### src/hw/rtl/cft_pkg.sv
`default_nettype none

package cft_pkg;

    // A token holds at most MaxTokenLen-1 bytes.
    localparam int MaxTokenLen = 200;
    localparam logic [7:0] TokenLimit = 8'(MaxTokenLen - 1);

    localparam int QueueDepth = 4;
    localparam int QueueAddrW = $clog2(QueueDepth);
    localparam int QueueCountW = $clog2(QueueDepth + 1);

    localparam logic [30:0] IntMax = 31'h7FFF_FFFF;
    localparam logic [15:0] LineMax = 16'hFFFF;

    localparam logic [7:0] CharCmd = 8'h3E;
    localparam logic [7:0] CharUnderscore = 8'h5F;
    localparam logic [7:0] CharNewline = 8'h0A;

    typedef enum logic [3:0] {
        KIND_TEXT = 4'd0,
        KIND_COMMAND = 4'd1,
        KIND_INTEGER = 4'd2,
        KIND_IDENT = 4'd3,
        KIND_MODE = 4'd4,
        KIND_INIT = 4'd5,
        KIND_SINGLE = 4'd6,
        KIND_END = 4'd7,
        KIND_ERROR = 4'd8
    } kind_t;

    typedef enum logic [1:0] {
        ERR_NONE = 2'd0,
        ERR_TOO_LONG = 2'd1,
        ERR_EOF_IN_CMD = 2'd2
    } err_t;

    typedef struct packed {
        logic [7:0] char_in;
        logic end_of_input;
    } char_word_t;

    typedef struct packed {
        kind_t kind;
        logic [7:0] text_byte;
        logic [30:0] int_value;
        err_t error_code;
        logic [15:0] line_number;
        logic last;
    } token_word_t;

    // Up to two results written into the output queue in one cycle.
    typedef struct packed {
        logic [1:0] n;
        token_word_t r0;
        token_word_t r1;
    } push_t;

    function automatic logic is_space(input logic [7:0] c);
        return (c == 8'h20) || (c >= 8'd9 && c <= 8'd13);
    endfunction

    function automatic logic is_digit(input logic [7:0] c);
        return (c >= 8'h30) && (c <= 8'h39);
    endfunction

    function automatic logic is_alpha(input logic [7:0] c);
        return ((c >= 8'h61) && (c <= 8'h7A)) || ((c >= 8'h41) && (c <= 8'h5A));
    endfunction

    function automatic logic [7:0] to_lower(input logic [7:0] c);
        return ((c >= 8'h41) && (c <= 8'h5A)) ? c + 8'd32 : c;
    endfunction

    function automatic logic [7:0] mode_char(input logic [1:0] idx);
        logic [7:0] ch;
        unique case (idx)
            2'd0: ch = 8'h6D;
            2'd1: ch = 8'h6F;
            2'd2: ch = 8'h64;
            default: ch = 8'h65;
        endcase
        return ch;
    endfunction

    function automatic logic [7:0] init_char(input logic [3:0] idx);
        logic [7:0] ch;
        unique case (idx)
            4'd0: ch = 8'h69;
            4'd1: ch = 8'h6E;
            4'd2: ch = 8'h69;
            4'd3: ch = 8'h74;
            4'd4: ch = 8'h69;
            4'd5: ch = 8'h61;
            4'd6: ch = 8'h6C;
            4'd7: ch = 8'h69;
            4'd8: ch = 8'h7A;
            4'd9: ch = 8'h65;
            default: ch = 8'h00;
        endcase
        return ch;
    endfunction

endpackage

`default_nettype wire

### src/hw/rtl/cft_lexer.sv
`default_nettype none

module cft_lexer
    import cft_pkg::*;
(
    input  wire logic       clk,
    input  wire logic       rst_n,
    input  wire logic       accept,
    input  wire char_word_t word,
    output push_t           push
);

    typedef enum logic [4:0] {
        LEX_IDLE = 5'b00001,
        LEX_CMD_LEAD = 5'b00010,
        LEX_CMD_BODY = 5'b00100,
        LEX_INT = 5'b01000,
        LEX_IDENT = 5'b10000
    } lex_mode_t;

    lex_mode_t mode_reg, mode_next;
    logic [7:0] len_reg, len_next;
    logic [30:0] acc_reg, acc_next;
    logic [1:0] kw_reg, kw_next;
    logic [15:0] line_reg, line_next;
    logic halted_reg, halted_next;

    logic [7:0] c;
    logic eof;
    logic [3:0] digit;
    logic [34:0] acc_prod;
    logic [30:0] acc_step;

    assign c = word.char_in;
    assign eof = word.end_of_input;
    assign digit = 4'(c - 8'h30);
    assign acc_prod = {1'b0, acc_reg, 3'b000} + {3'b000, acc_reg, 1'b0} + {31'd0, digit};
    assign acc_step = (acc_prod > {4'd0, IntMax}) ? IntMax : acc_prod[30:0];

    always_comb
    begin
        token_word_t close_r;
        token_word_t prim_r;
        logic have_close;
        logic have_prim;
        logic run_idle;
        logic do_append;
        logic do_kw;
        logic [7:0] base_len;
        logic [7:0] lc;
        logic [1:0] kw_base;

        close_r = '0;
        prim_r = '0;
        have_close = 1'b0;
        have_prim = 1'b0;
        run_idle = 1'b0;
        do_append = 1'b0;
        do_kw = 1'b0;
        base_len = len_reg;
        lc = to_lower(c);
        kw_base = kw_reg;

        mode_next = mode_reg;
        len_next = len_reg;
        acc_next = acc_reg;
        kw_next = kw_reg;
        halted_next = halted_reg;
        line_next = line_reg;

        if (!eof && c == CharNewline && line_reg != LineMax)
        begin
            line_next = line_reg + 16'd1;
        end

        unique case (mode_reg)
            LEX_CMD_LEAD, LEX_CMD_BODY:
            begin
                if (eof)
                begin
                    have_prim = 1'b1;
                    prim_r.kind = KIND_ERROR;
                    prim_r.error_code = ERR_EOF_IN_CMD;
                    halted_next = 1'b1;
                    mode_next = LEX_IDLE;
                end
                else if (c == CharNewline)
                begin
                    have_prim = 1'b1;
                    prim_r.kind = KIND_COMMAND;
                    mode_next = LEX_IDLE;
                end
                else if (!(mode_reg == LEX_CMD_LEAD && is_space(c)))
                begin
                    mode_next = LEX_CMD_BODY;
                    do_append = 1'b1;
                end
            end
            LEX_INT:
            begin
                if (!eof && is_digit(c))
                begin
                    acc_next = acc_step;
                    do_append = 1'b1;
                end
                else
                begin
                    have_close = 1'b1;
                    close_r.kind = KIND_INTEGER;
                    close_r.int_value = acc_reg;
                    mode_next = LEX_IDLE;
                    run_idle = 1'b1;
                end
            end
            LEX_IDENT:
            begin
                if (!eof && (is_alpha(c) || is_digit(c) || c == CharUnderscore))
                begin
                    do_kw = 1'b1;
                    do_append = 1'b1;
                end
                else
                begin
                    have_close = 1'b1;
                    if (kw_reg[0] && len_reg == 8'd4)
                    begin
                        close_r.kind = KIND_MODE;
                    end
                    else if (kw_reg[1] && len_reg == 8'd10)
                    begin
                        close_r.kind = KIND_INIT;
                    end
                    else
                    begin
                        close_r.kind = KIND_IDENT;
                    end
                    mode_next = LEX_IDLE;
                    run_idle = 1'b1;
                end
            end
            default:
            begin
                mode_next = LEX_IDLE;
                run_idle = 1'b1;
            end
        endcase

        // Idle lexing also runs on the character that closed a token.
        if (run_idle)
        begin
            base_len = 8'd0;
            priority if (eof)
            begin
                have_prim = 1'b1;
                prim_r.kind = KIND_END;
            end
            else if (is_space(c))
            begin
                have_prim = 1'b0;
            end
            else if (c == CharCmd)
            begin
                mode_next = LEX_CMD_LEAD;
                len_next = 8'd0;
            end
            else if (is_digit(c))
            begin
                mode_next = LEX_INT;
                acc_next = {27'd0, digit};
                do_append = 1'b1;
            end
            else if (is_alpha(c) || c == CharUnderscore)
            begin
                mode_next = LEX_IDENT;
                kw_base = 2'b11;
                kw_next = 2'b11;
                do_kw = 1'b1;
                do_append = 1'b1;
            end
            else
            begin
                have_prim = 1'b1;
                prim_r.kind = KIND_SINGLE;
                prim_r.text_byte = c;
            end
        end

        if (do_kw)
        begin
            kw_next = kw_base;
            if (!(base_len < 8'd4 && lc == mode_char(base_len[1:0])))
            begin
                kw_next[0] = 1'b0;
            end
            if (!(base_len < 8'd10 && lc == init_char(base_len[3:0])))
            begin
                kw_next[1] = 1'b0;
            end
        end

        if (do_append)
        begin
            have_prim = 1'b1;
            if (base_len >= TokenLimit)
            begin
                prim_r.kind = KIND_ERROR;
                prim_r.error_code = ERR_TOO_LONG;
                halted_next = 1'b1;
                mode_next = LEX_IDLE;
            end
            else
            begin
                len_next = base_len + 8'd1;
                prim_r.kind = KIND_TEXT;
                prim_r.text_byte = c;
            end
        end

        close_r.line_number = line_next;
        prim_r.line_number = line_next;

        push = '0;
        if (accept && !halted_reg)
        begin
            if (have_close)
            begin
                push.r0 = close_r;
                push.r1 = prim_r;
                push.n = have_prim ? 2'd2 : 2'd1;
                push.r0.last = !have_prim;
                push.r1.last = have_prim;
            end
            else if (have_prim)
            begin
                push.r0 = prim_r;
                push.r0.last = 1'b1;
                push.n = 2'd1;
            end
        end
    end

    always_ff @(posedge clk or negedge rst_n)
    begin
        if (!rst_n)
        begin
            mode_reg <= LEX_IDLE;
            len_reg <= '0;
            acc_reg <= '0;
            kw_reg <= 2'b11;
            line_reg <= 16'd1;
            halted_reg <= 1'b0;
        end
        else if (accept && !halted_reg)
        begin
            mode_reg <= mode_next;
            len_reg <= len_next;
            acc_reg <= acc_next;
            kw_reg <= kw_next;
            line_reg <= line_next;
            halted_reg <= halted_next;
        end
    end

    a_halted_silent: assert property (@(posedge clk) disable iff (!rst_n)
        halted_reg |-> push.n == 2'd0)
        else $error("lexer produced a result while halted");

    a_error_halts: assert property (@(posedge clk) disable iff (!rst_n)
        (push.n == 2'd1 && push.r0.kind == KIND_ERROR) |=> halted_reg)
        else $error("error result did not halt the lexer");

    a_pair_last: assert property (@(posedge clk) disable iff (!rst_n)
        push.n == 2'd2 |-> (push.r1.last && !push.r0.last))
        else $error("last flag misplaced on a result pair");

    a_line_nonzero: assert property (@(posedge clk) disable iff (!rst_n)
        line_reg != 16'd0)
        else $error("line count reached zero");

endmodule

`default_nettype wire

### src/hw/rtl/cft_queue.sv
`default_nettype none

module cft_queue
    import cft_pkg::*;
(
    input  wire logic    clk,
    input  wire logic    rst_n,
    input  wire push_t   push,
    output logic         full,
    output logic         token_valid,
    input  wire logic    token_stall,
    output token_word_t  token_word
);

    token_word_t mem [QueueDepth];
    logic [QueueAddrW-1:0] head_reg, head_next;
    logic [QueueAddrW-1:0] tail_reg, tail_next;
    logic [QueueCountW-1:0] count_reg, count_next;
    logic pop;

    // Room for the largest burst one character can cause.
    assign full = count_reg > QueueCountW'(QueueDepth - 2);
    assign token_valid = count_reg != '0;
    assign token_word = mem[head_reg];
    assign pop = token_valid && !token_stall;

    always_comb
    begin
        head_next = head_reg + QueueAddrW'(pop);
        tail_next = tail_reg + QueueAddrW'(push.n);
        count_next = count_reg + QueueCountW'(push.n) - QueueCountW'(pop);
    end

    always_ff @(posedge clk)
    begin
        if (push.n != 2'd0)
        begin
            mem[tail_reg] <= push.r0;
        end
        if (push.n == 2'd2)
        begin
            mem[tail_reg + QueueAddrW'(1)] <= push.r1;
        end
    end

    always_ff @(posedge clk or negedge rst_n)
    begin
        if (!rst_n)
        begin
            head_reg <= '0;
            tail_reg <= '0;
            count_reg <= '0;
        end
        else
        begin
            head_reg <= head_next;
            tail_reg <= tail_next;
            count_reg <= count_next;
        end
    end

    a_no_overflow: assert property (@(posedge clk) disable iff (!rst_n)
        count_reg <= QueueCountW'(QueueDepth))
        else $error("output queue overflow");

    a_no_push_when_full: assert property (@(posedge clk) disable iff (!rst_n)
        full |-> push.n == 2'd0)
        else $error("result written while queue full");

    a_stalled_word_holds: assert property (@(posedge clk) disable iff (!rst_n)
        (token_valid && token_stall) |=> (token_valid && $stable(token_word)))
        else $error("stalled token word changed");

endmodule

`default_nettype wire

### src/hw/rtl/command_file_tokenizer.sv
// Command file tokenizer.
// The char channel (char_valid, char_stall, char_word) takes one character
// word per cycle, or an end-of-input mark. The token channel (token_valid,
// token_stall, token_word) gives token text bytes, one per word, followed by
// an end word carrying the token kind, plus single-character, end-of-input
// and error words. The word with last set closes the results of one input.
// Throughput: one character per cycle while the four-entry output queue has
// room for two words; characters that close a token and start another make
// two words, which drain at one word per cycle while the receiver does not
// stall. When the receiver stalls, the queue holds its words unchanged and
// char_stall rises once fewer than two entries are free.
// Reset empties the queue, sets the lexer idle with the line count at one
// and clears the halt. After a token-too-long or end-inside-command error
// the block keeps accepting characters but gives no words until reset.
`default_nettype none

module command_file_tokenizer
    import cft_pkg::*;
(
    input  wire logic       clk,
    input  wire logic       rst_n,
    input  wire logic       char_valid,
    output logic            char_stall,
    input  wire char_word_t char_word,
    output logic            token_valid,
    input  wire logic       token_stall,
    output token_word_t     token_word
);

    push_t push;
    logic accept;

    assign accept = char_valid && !char_stall;

    cft_lexer u_lexer (
        .clk    (clk),
        .rst_n  (rst_n),
        .accept (accept),
        .word   (char_word),
        .push   (push)
    );

    cft_queue u_queue (
        .clk         (clk),
        .rst_n       (rst_n),
        .push        (push),
        .full        (char_stall),
        .token_valid (token_valid),
        .token_stall (token_stall),
        .token_word  (token_word)
    );

endmodule

`default_nettype wire

### config.mk
export PLATFORM = sky130hd
export DESIGN_NAME = command_file_tokenizer
export DESIGN_NICKNAME = d
export VERILOG_FILES = /design/src/hw/rtl/cft_pkg.sv /design/src/hw/rtl/cft_lexer.sv /design/src/hw/rtl/cft_queue.sv /design/src/hw/rtl/command_file_tokenizer.sv
export SDC_FILE = /design/constraint.sdc
export NUM_CORES = 1
export LEC_CHECK = 0
export BUFFER_PORTS_ARGS = -buffer_cell sky130_fd_sc_hd__buf_2
export CAP_MARGIN = 20
export CORE_MARGIN = 5
export CORE_UTILIZATION = 50
export CTS_BUF_LIST = sky130_fd_sc_hd__clkbuf_8 sky130_fd_sc_hd__clkbuf_16
export CTS_CLUSTER_SIZE = 16
export DETAILED_ROUTE_END_ITERATION = 12
export PLACE_DENSITY = 0.77
export SYNTH_ARGS = -nofsm -noshare
export SYNTH_HDL_FRONTEND = slang
export SYNTH_SLANG_ARGS = --single-unit
### constraint.sdc
create_clock -name clk -period 7.2 [get_ports clk]
set_input_delay 0.72 -clock clk [delete_from_list [all_inputs] [get_ports clk]]
set_output_delay 0.72 -clock clk [all_outputs]
set_load 0.03 [all_outputs]
==> qor_table.md <==
| Parameter | This run | Unit |
| --- | --- | --- |
| Antenna viol nets, final | 0 | - |
| Compound-cell area share of the yosys netlist | 0.148 | - |
| Fraction of the mapped netlist area in adder cells | 0.0623 | - |
| Remaining global-route overflow | 0 | - |
| Initial standard-cell utilization of the core | 0.504 | - |
| Most frequently used flop master after synthesis | edfxtp_1 | - |
| Category of the worst setup path launch point | primary input | - |
| Detailed placer's ending HPWL | 27400 | um |
| Number of gates resized after cts | 0 | - |
| Sequential share of power | 0.396 | - |
| Post-CTS setup buffers | 0 | - |
| P per Cell Area | 289 | mW/mm^2 |
| Number of input and output port buffers inserted | 76 | - |
| Worst hold slack after final layout | 0.0538 | ns |
| Asr flop ratio synth | 0.220 | - |
| I/O pin total | 77 | - |
| Maximum buffer depth of the clock tree | 3 | - |
| Internal | 3610 | uW |
| Highest ir drop seen on vdd | 0.235 | mV |
| Top cells by area, synth | edfxtp_1 22%, dfxtp_1 15%, dfrtp_1 9.8%, mux4_2 8.3%, ha_1 5.9% | - |
| Via count of the first global-routing pass | 12800 | - |
| Run status | finished, final reports clean | - |
| Unrepaired setup endpoints after global routing | false | - |
| Net switching share of the total power | 0.333 | - |
| Antenna violations before repair | 0 | - |
| Number of maximum-capacitance constraint violations | 0 | - |
| Fraction of synthesized cell area in xor and xnor cells | 0.0318 | - |
| Width of the die | 193 | um |
| TritonCTS clock tree | built | - |
| Share of the clock period used by the worst path after layout | 0.768 | - |
| Max FFs per register | 248 | - |
| Post-Syn Instances | 1594 | - |
| Final routed wire length divided by cell count | 20.0 | um |
| Cell taking the most area after synthesis | edfxtp_1 | - |
| Tightest Hold Check Type | primary input to async pin | - |
| Slew Viols, Final | 0 | - |
| Power share of the combinational group | 0.272 | - |
| Count of hold buffers inserted by post-cts repair | 0 | - |
| Die span in y | 193 | um |
| Sequential cell area fraction in the yosys report | 0.473 | - |
| Layout Skew | 0.0135 | ns |
| Synthesis-stage register bit count | 318 | - |
| Portion of synthesized cell area occupied by the leading cell type | 0.221 | - |
| Critical path class | primary input to flop | - |
| Via count | 12900 | - |
| Top cell by count, worst path | nand2_1 | - |
| Clock edge transition at the registers on the reported setup and hold paths | 0.06 | ns |
| Required time worst endpoint | 7.44 | ns |
| Share of cells above drive strength 1 | 0.160 | - |
| Number of design-rule violations left by the first detailed-router iteration | 1436 | - |
| Power Total | 5410 | uW |
| Final Wtd Congestion | 0.878 | - |
| Insertion delay to the later sink of the worst-skew pair | 0.51 | ns |
| Vias per Instance | 6.16 | - |
| Num rows | 67 | - |
| Mapped Area | 0.0168 | sq mm |
| Final hold violation count | 0 | - |
| Arrival time of the worst setup path | 5.77 | ns |
| Cell leakage power | 0.00721 | uW |
| Final routed DRC violation total | 0 | - |
| Syn. warnings | 0 | - |
| F_max | 0.181 | GHz |
| Transition time at the pin with the least slew margin | 0.985 | ns |
| Unique masters post-synth | 86 | - |
| Largest net degree at the start of global routing | 71 | - |
| Clock Power Share | 0.332 | - |
| Final setup violating endpoints | 0 | - |
| Global-route wire length before repair | 67500 | um |
| Final critical delay including setup and external delays | 5.53 | ns |
| Post-synthesis mux area share | 0.0867 | - |
| Post-Synth Simple-Gate Area | 0.162 | - |
| Overall routing resource usage | 0.216 | - |
| Floorplan Core Area | 0.0334 | sq mm |
| TritonCTS Sinks | 318 | - |
| Number of enable-type register cells in the synthesized netlist | 124 | - |
| Endpoint kind of the worst setup timing path | flop | - |
| Mean cell area of the mapped netlist | 10.6 | sq um |
| Net switching power figure | 1800 | uW |
| Root Driver | clkbuf_16 | - |
| Layout-stage area growth over the synthesis result | 11.1 | % |
| Worst Path Max Fanout | 37 | - |
| Number of nets in the final layout | 1715 | - |
| Stage delay of the slowest cell on the critical path | 0.80 | ns |
| Total Die Area | 0.0374 | sq mm |
| Max_slew headroom | 0.343 | - |
| Largest family of logic cells by synthesized area | simple AND/OR/NAND/NOR gates | - |
| Core utilization of the finished layout | 0.560 | - |
| Critical-path cell list | buf_2, or3b_4, or3b_1, nand2_1, nor3_1, o21ai_1, nand3_1, or3_1, ha_1, nand2_1, nor2_1, nand2_1, buf_4, nand2_1, a32oi_4, nor2_1 | - |
| Iteration count of the initial detailed-routing pass | 6 | - |
| Number of diodes | 0 | - |
| CTS Buf Count | 34 | - |
| Cell with the biggest individual delay on the critical path | a32oi_4 | - |
| Total number of H-tree levels | 2 | - |
| WL final | 41900 | um |
| Synth Net Count | 1689 | - |
| Post-route setup TNS | 0 | ns |
[worst max-delay path, delay by kind of cell]
| family | cells | cell delay (ns) |
|---|---|---|
| buffers and inverters | 2 | 0.76 |
| AND/OR/NAND/NOR | 11 | 2.94 |
| adder cells (fa/ha/maj) | 1 | 0.32 |
| AO/OA/AOI/OAI | 2 | 1.01 |
[routing by layer]
layer / up-vias / share of wire / global-route usage
li1: 5959 / - / -
met1: 6323 / 0.41 / 0.290
met2: 535 / 0.49 / 0.358
met3: 90 / 0.068 / 0.0329
met4: 0 / 0.030 / 0.0779
met5: - / 0 / 0
[worst paths after layout]
path                                           from             endpoint  slack (ns)  cells past startpoint
worst max-delay path                   char_word[2]    u_queue.mem[3][3]        1.67                     16
worst min-delay path                          rst_n  u_lexer.acc_reg[16]        0.05                      1
worst max register to register  u_lexer.mode_reg[2]    u_queue.mem[3][3]        1.82                     13
worst min register to register   u_queue.mem[0][25]   u_queue.mem[0][25]        0.47                      2
max in group asynchronous                     rst_n  u_queue.head_reg[0]        6.51                      2
min in group clk                 u_queue.mem[0][25]   u_queue.mem[0][25]        0.47                      2
[per-stage QoR]
stage,std cells,setup slack [ns],cell area (sq um)
after floorplan,1594,2.17,16800
after global placement,2030,1.38,17500
after detailed placement,2030,1.21,17500
after CTS,2092,1.68,18600
after global routing,2094,1.40,18700
final,2094,1.67,18700
[synth_stat cells (4+ instances only)]
| library cell | count |
|---|---|
| o211ai_1 | 8 |
| o31ai_1 | 6 |
| clkbuf_1 | 83 |
| or4_1 | 5 |
| o21a_1 | 5 |
| buf_1 | 6 |
| o21bai_1 | 5 |
| dfxtp_1 | 124 |
| xor2_1 | 23 |
| dfstp_2 | 4 |
| o21ai_0 | 159 |
| or3_1 | 9 |
| a32oi_4 | 5 |
| and3_1 | 10 |
| dfrtp_1 | 66 |
| or2_2 | 5 |
| nor2_1 | 119 |
| a31oi_1 | 9 |
| o21ai_1 | 4 |
| a21o_1 | 9 |
| nor4_1 | 5 |
| and2_1 | 45 |
| buf_6 | 6 |
| nand4_1 | 16 |
| nand2b_1 | 5 |
| a211oi_1 | 6 |
| mux2i_1 | 5 |
| inv_1 | 36 |
| nor3_1 | 16 |
| o22ai_1 | 18 |
| a211o_1 | 5 |
| nor2b_1 | 10 |
| a21oi_1 | 50 |
| nor3b_1 | 4 |
| mux4_2 | 62 |
| buf_2 | 8 |
| nand2_1 | 144 |
| ha_1 | 79 |
| xnor2_1 | 38 |
| nand3_1 | 154 |
| edfxtp_1 | 124 |
| a221o_1 | 25 |
| o32ai_4 | 4 |
[logic make-up (layout without fill, tap and decap cells)]
| kind of cell | Yosys count | in the layout |
|---|---|---|
| simple gates | 566 | 566 |
| flops | 318 | 318 |
| buf+inv | 142 | 194 |
| mux | 68 | 68 |
| compound gates | 357 | 357 |
| fa+ha+maj | 82 | 82 |
| xor+xnor | 61 | 61 |
[layout make-up]
type | instances | area [sq um]
fillers | 2778 | 14700
multi-input cells | 1134 | 8280
flip-flops and latches | 318 | 7970
clock buffers | 44 | 1010
well taps | 448 | 561
clock inverters | 18 | 174
inverters | 36 | 135
repair buffers | 96 | 561
[power groups by stage]
stage	clock network [uW]	logic, uW	registers [uW]
floorplan	0	1160	2100
global placement	0	1430	2170
detailed placement	0	1460	2180
CTS	1820	1480	2140
global route	1890	1570	2160
finish	1790	1470	2140
[placed cells by master, fill, tap and decap left out, types with 16 or more instances in the layout]
cell       count
o21ai_0      159
nand3_1      154
nand2_1      140
edfxtp_1     124
dfxtp_1      124
nor2_1       117
ha_1          79
buf_2         75
dfrtp_1       64
mux4_2        62
a21oi_1       50
and2_1        45
inv_1         40
xnor2_1       38
clkbuf_16     36
a221o_1       25
xor2_1        23
buf_4         19
o22ai_1       18
nand4_1       16
nor3_1        16
(Power assumes the default switching activity.)
